File: config.mk
export PLATFORM = sky130hd
export DESIGN_NAME = llr_blend
export DESIGN_NICKNAME = d
export VERILOG_FILES = /design/src/rtl/llr_pkg.sv /design/src/rtl/llr_blend.sv
export SDC_FILE = /design/constraint.sdc
export NUM_CORES = 1
export LEC_CHECK = 0
export ABC_AREA = 0
export CORE_AREA = 2 2 182 184
export DETAILED_ROUTE_END_ITERATION = 7
export DIE_AREA = 0 0 184 186
export DONT_BUFFER_PORTS = 1
export PLACE_DENSITY = 0.62
export SYNTH_ARGS = -nofsm -noshare
export SYNTH_HDL_FRONTEND = slang
export SYNTH_SLANG_ARGS = --single-unit
File: constraint.sdc
create_clock -name clock -period 9.8 [get_ports clock]
set_input_delay 0.49 -clock clock [delete_from_list [all_inputs] [get_ports clock]]
set_output_delay 0.49 -clock clock [all_outputs]
set_load 0.01 [all_outputs]
File: src/rtl/llr_pkg.sv
package llr_pkg;

   // Loop store geometry
   localparam int LOOP_DEPTH = 65536;
   localparam int ADDR_W     = $clog2(LOOP_DEPTH);
   localparam int LEN_W      = ADDR_W + 1;

   // Fixed-point formats
   localparam int FRAC_BITS  = 16;
   localparam int PHASE_W    = 32;
   localparam int INT_W      = PHASE_W - FRAC_BITS;
   localparam int STEP_W     = 20;
   localparam int SAMPLE_W   = 16;
   localparam int PROD_W     = SAMPLE_W + FRAC_BITS + 2;
   localparam int BIT_CNT_W  = $clog2(INT_W);

   // Transaction fields
   localparam int CMD_W      = 2;
   localparam int ADDR_FLD_W = 16;
   localparam int CH_W       = 2;

   // Register port
   localparam int CSR_INDEX_W = 2;
   localparam int CSR_DATA_W  = 20;

   localparam logic [CSR_INDEX_W-1:0] CSR_PHASE_STEP      = CSR_INDEX_W'(0);
   localparam logic [CSR_INDEX_W-1:0] CSR_LOOP_LENGTH     = CSR_INDEX_W'(1);
   localparam logic [CSR_INDEX_W-1:0] CSR_SOURCE_CHANNELS = CSR_INDEX_W'(2);

   localparam logic [STEP_W-1:0] STEP_RESET = STEP_W'(1) << FRAC_BITS;
   localparam logic [LEN_W-1:0]  LEN_RESET  = LEN_W'(LOOP_DEPTH);
   localparam logic [CH_W-1:0]   CH_MONO    = CH_W'(1);
   localparam logic [CH_W-1:0]   CH_RESET   = CH_W'(2);

   typedef enum logic [CMD_W-1:0] {
      CMD_WRITE   = 2'd0,
      CMD_FRAME   = 2'd1,
      CMD_RESTART = 2'd2
   } cmd_type;

endpackage

File: src/rtl/llr_blend.sv
module llr_blend import llr_pkg::*; (
   input  logic                       clock,
   input  logic                       adv_mul,
   input  logic                       adv_out,
   input  logic signed [SAMPLE_W-1:0] s0,
   input  logic signed [SAMPLE_W-1:0] s1,
   input  logic [FRAC_BITS-1:0]       frac,
   output logic signed [SAMPLE_W-1:0] y
);

   logic signed [SAMPLE_W:0]   diff;
   logic signed [FRAC_BITS:0]  frac_s;
   logic signed [PROD_W-1:0]   prod_in;
   logic signed [PROD_W-1:0]   prod_ff;
   logic signed [SAMPLE_W-1:0] base_ff;
   logic signed [PROD_W-1:0]   sum;
   logic signed [SAMPLE_W-1:0] y_ff;

   assign diff    = {s1[SAMPLE_W-1], s1} - {s0[SAMPLE_W-1], s0};
   assign frac_s  = {1'b0, frac};
   assign prod_in = PROD_W'(diff) * PROD_W'(frac_s);

   always_ff @(posedge clock) begin
      if (adv_mul) begin
         prod_ff <= prod_in;
         base_ff <= s0;
      end
   end

   // s0 scaled up, plus weighted difference, plus half an LSB; halves round up
   assign sum = (PROD_W'(base_ff) <<< FRAC_BITS) + prod_ff
              + (PROD_W'(1) <<< (FRAC_BITS - 1));

   always_ff @(posedge clock) begin
      if (adv_out) begin
         y_ff <= sum[FRAC_BITS +: SAMPLE_W];
      end
   end

   assign y = y_ff;

endmodule

==> metrics.yaml <==
status:
  status: "finished clean"
floorplan:
  die_y_um: 186
  dieWidth_um: 184
  die_area_mm2: 0.0342
  start_util: 0.394
  io_pins: 67
  rows: 66
  core-area_mm2: 0.0322
timing:
  maxSlewViolCount: 0
  hold_ws_ns: 0.285
  tns_ns: 0
  skew_ns: 0.00598
  rsz0062_at_grt: "false"
  setup_violations: 0
  hold_violations: 0
  slew_headroom: 0.315
  min_period_ns: 8.74
  tightest_slew_ns: 1.02
  fmax_mhz: 114
  period_share: 0.892
grt:
  grt_pass1_vias: 9436
  grt_usage: 0.178
  gr-total-overflow: 0
  grt_first_pass_wirelength_um: 47900
  antenna_found_initial: 0
  grt_max_degree: 34
hold_path:
  hp-class: "primary input to flip-flop"
clock_network:
  clk_pin_slew_ns: 0.07
  clk_latency_ns: 0.30
  clock_path_buffers: 2
  cts_tree: "built"
  cts_resized: 0
  cts_buffers: 5
  htree_levels: 2
  cts.sinks: 49
  cts-root-buf: "clkbuf_16"
  cts_hold_buf: 0
  postCtsSetupBuffers: 0
synth:
  yosys.area_share.simple: 0.138
  async_flop_share: 0
  ys_types: 56
  ys.flop_type: "edfxtp_1"
  synth-compound-area-share: 0.0545
  synth_nets: 1765
  synth_xor_area_frac: 0.0463
  synth_edf_count: 49
  synth_seq_area_share: 0.116
  synth_top_family_by_area: "adder cells"
  synth_warnings: 0
  avgSynthCellArea_um2: 9.48
  synth.cell_area_mm2: 0.0127
  ys_seq_elements: 49
  synthMuxAreaShare: 0
  netlist_instances: 1338
  synth-adder-area-share: 0.525
detailed_routing:
  first_pass_iters: 7
  vias_per_cell: 4.87
  vias: 8422
  postRouteWirelength_um: 28500
  drc: 0
  routedWlPerCell_um: 16.5
  first_iter_violations: 503
  ant_nets: 0
critical_path:
  worstPathRequired_ns: 9.85
  slowest_delay_ns: 0.53
  crit_type: "primary input to flip-flop"
  cp_common_cell: "fa_1"
  path_max_fanout: 9
  slowest_stage: "fa_1"
  end_kind: "flip-flop"
  start_kind: "primary input"
  crit_arrival_ns: 8.79
finish:
  final_cell_mix: "inv_1 (364), fa_1 (261), nand2_1 (144)"
  syn_to_final_growth_pct: 4.99
  final_area_mm2: 0.0133
  final_common_cell: "inv_1"
  seq_area_mm2: 0.00147
  fin_util: 0.414
  multi_input_area_mm2: 0.00971
  fin_nets: 1746
  drive_gt1_frac: 0.0295
  nFillCells: 3162
placement:
  gp_congestion: 0.840
  dp_hpwl_um: 23700
  io_buffers: 0
  dpl_cell_area_mm2: 0.0132
job:
  drv_cap: 0
[state kept, by name, indices dropped and copies added, names as in the netlist]
register	count
prod_ff	17
base_ff	16
y	16
[per-layer routing]
| layer | routed length, um | GRT usage | vias up |
|---|---|---|---|
| met5 | 0 | 0 | - |
| li1 | - | - | 3928 |
| met4 | 416 | 0.0346 | 0 |
| met1 | 11900 | 0.225 | 4297 |
| met3 | 1140 | 0.0166 | 26 |
| met2 | 15000 | 0.332 | 171 |
[final timing paths]
| kind | startpoint | to | slack, ns | cells after the start |
|---|---|---|---|---|
| worst max-delay path | s0[1] | prod_ff[31] | 1.06 | 34 |
| worst min-delay path | s0[15] | base_ff[15] | 0.28 | 0 |
| worst max register to register | prod_ff[16] | y[14] | 6.67 | 11 |
| worst min register to register | base_ff[15] | y[15] | 0.66 | 2 |
[synthesized netlist by cell type (all sizes together) (2+ instances only)]
cell	number	area share
o21ai	13	0.0057
a31oi	3	0.0015
nand2	144	0.043
nor2	18	0.0053
o21a	3	0.0018
a311oi	3	0.0026
and2	116	0.057
or2b	2	0.0012
or2	3	0.0015
ha	115	0.11
nand4	3	0.0020
clkbuf	32	0.0095
o41ai	2	0.0020
buf	6	0.0025
a21boi	3	0.0018
a21o	6	0.0036
and3	3	0.0017
a211oi	5	0.0030
o21bai	3	0.0018
a2111oi	2	0.0019
xnor2	49	0.034
o31a	3	0.0023
inv	364	0.11
o31ai	3	0.0022
a21oi	35	0.014
nand2b	12	0.0059
edfxtp	49	0.12
nor2b	25	0.012
nand3	13	0.0051
nor3	6	0.0024
a2bb2oi	2	0.0014
o211ai	2	0.0012
xor2	18	0.012
fa	261	0.41
o2111ai	2	0.0014
[layout make-up]
cell class / instances / share of cell area
Multi-Input combinational cell: 887 / 0.729
Sequential cell: 49 / 0.110
Inverter: 364 / 0.103
Tap cell: 408 / 0.0383
Clock buffer: 5 / 0.00939
Timing Repair Buffer: 12 / 0.00676
Clock inverter: 3 / 0.00310
Antenna cell: 1 / 0.000188
[kinds of logic after synthesis]
| logic type | Yosys count |
|---|---|
| and+or+nand+nor | 347 |
| DFF | 49 |
| xor gates and xnor gates | 67 |
| buffers and inverters | 402 |
| adders and majority gates | 376 |
| AOI/OAI and AO/OA | 97 |
[per-stage QoR]
step | std cells | setup WS (ns)
final | 1729 | 1.06
after global routing | 1728 | 0.473
after CTS | 1728 | 1.06
after detailed placement | 1720 | 0.783
after global placement | 1720 | 0.885
after floorplan | 1338 | 1.82
[worst max-delay path: cells and delay by family]
family | cells | cell delay (ns)
AOI/OAI and AO/OA | 14 | 3.27
adders and majority gates | 8 | 3.60
and+or+nand+nor | 5 | 0.60
buffers and inverters | 6 | 0.51
xor gates and xnor gates | 1 | 0.31
Power is left out: the tool's default activity adds up to more than one toggle a clock period on the data nets, which glitch-free logic cannot reach.
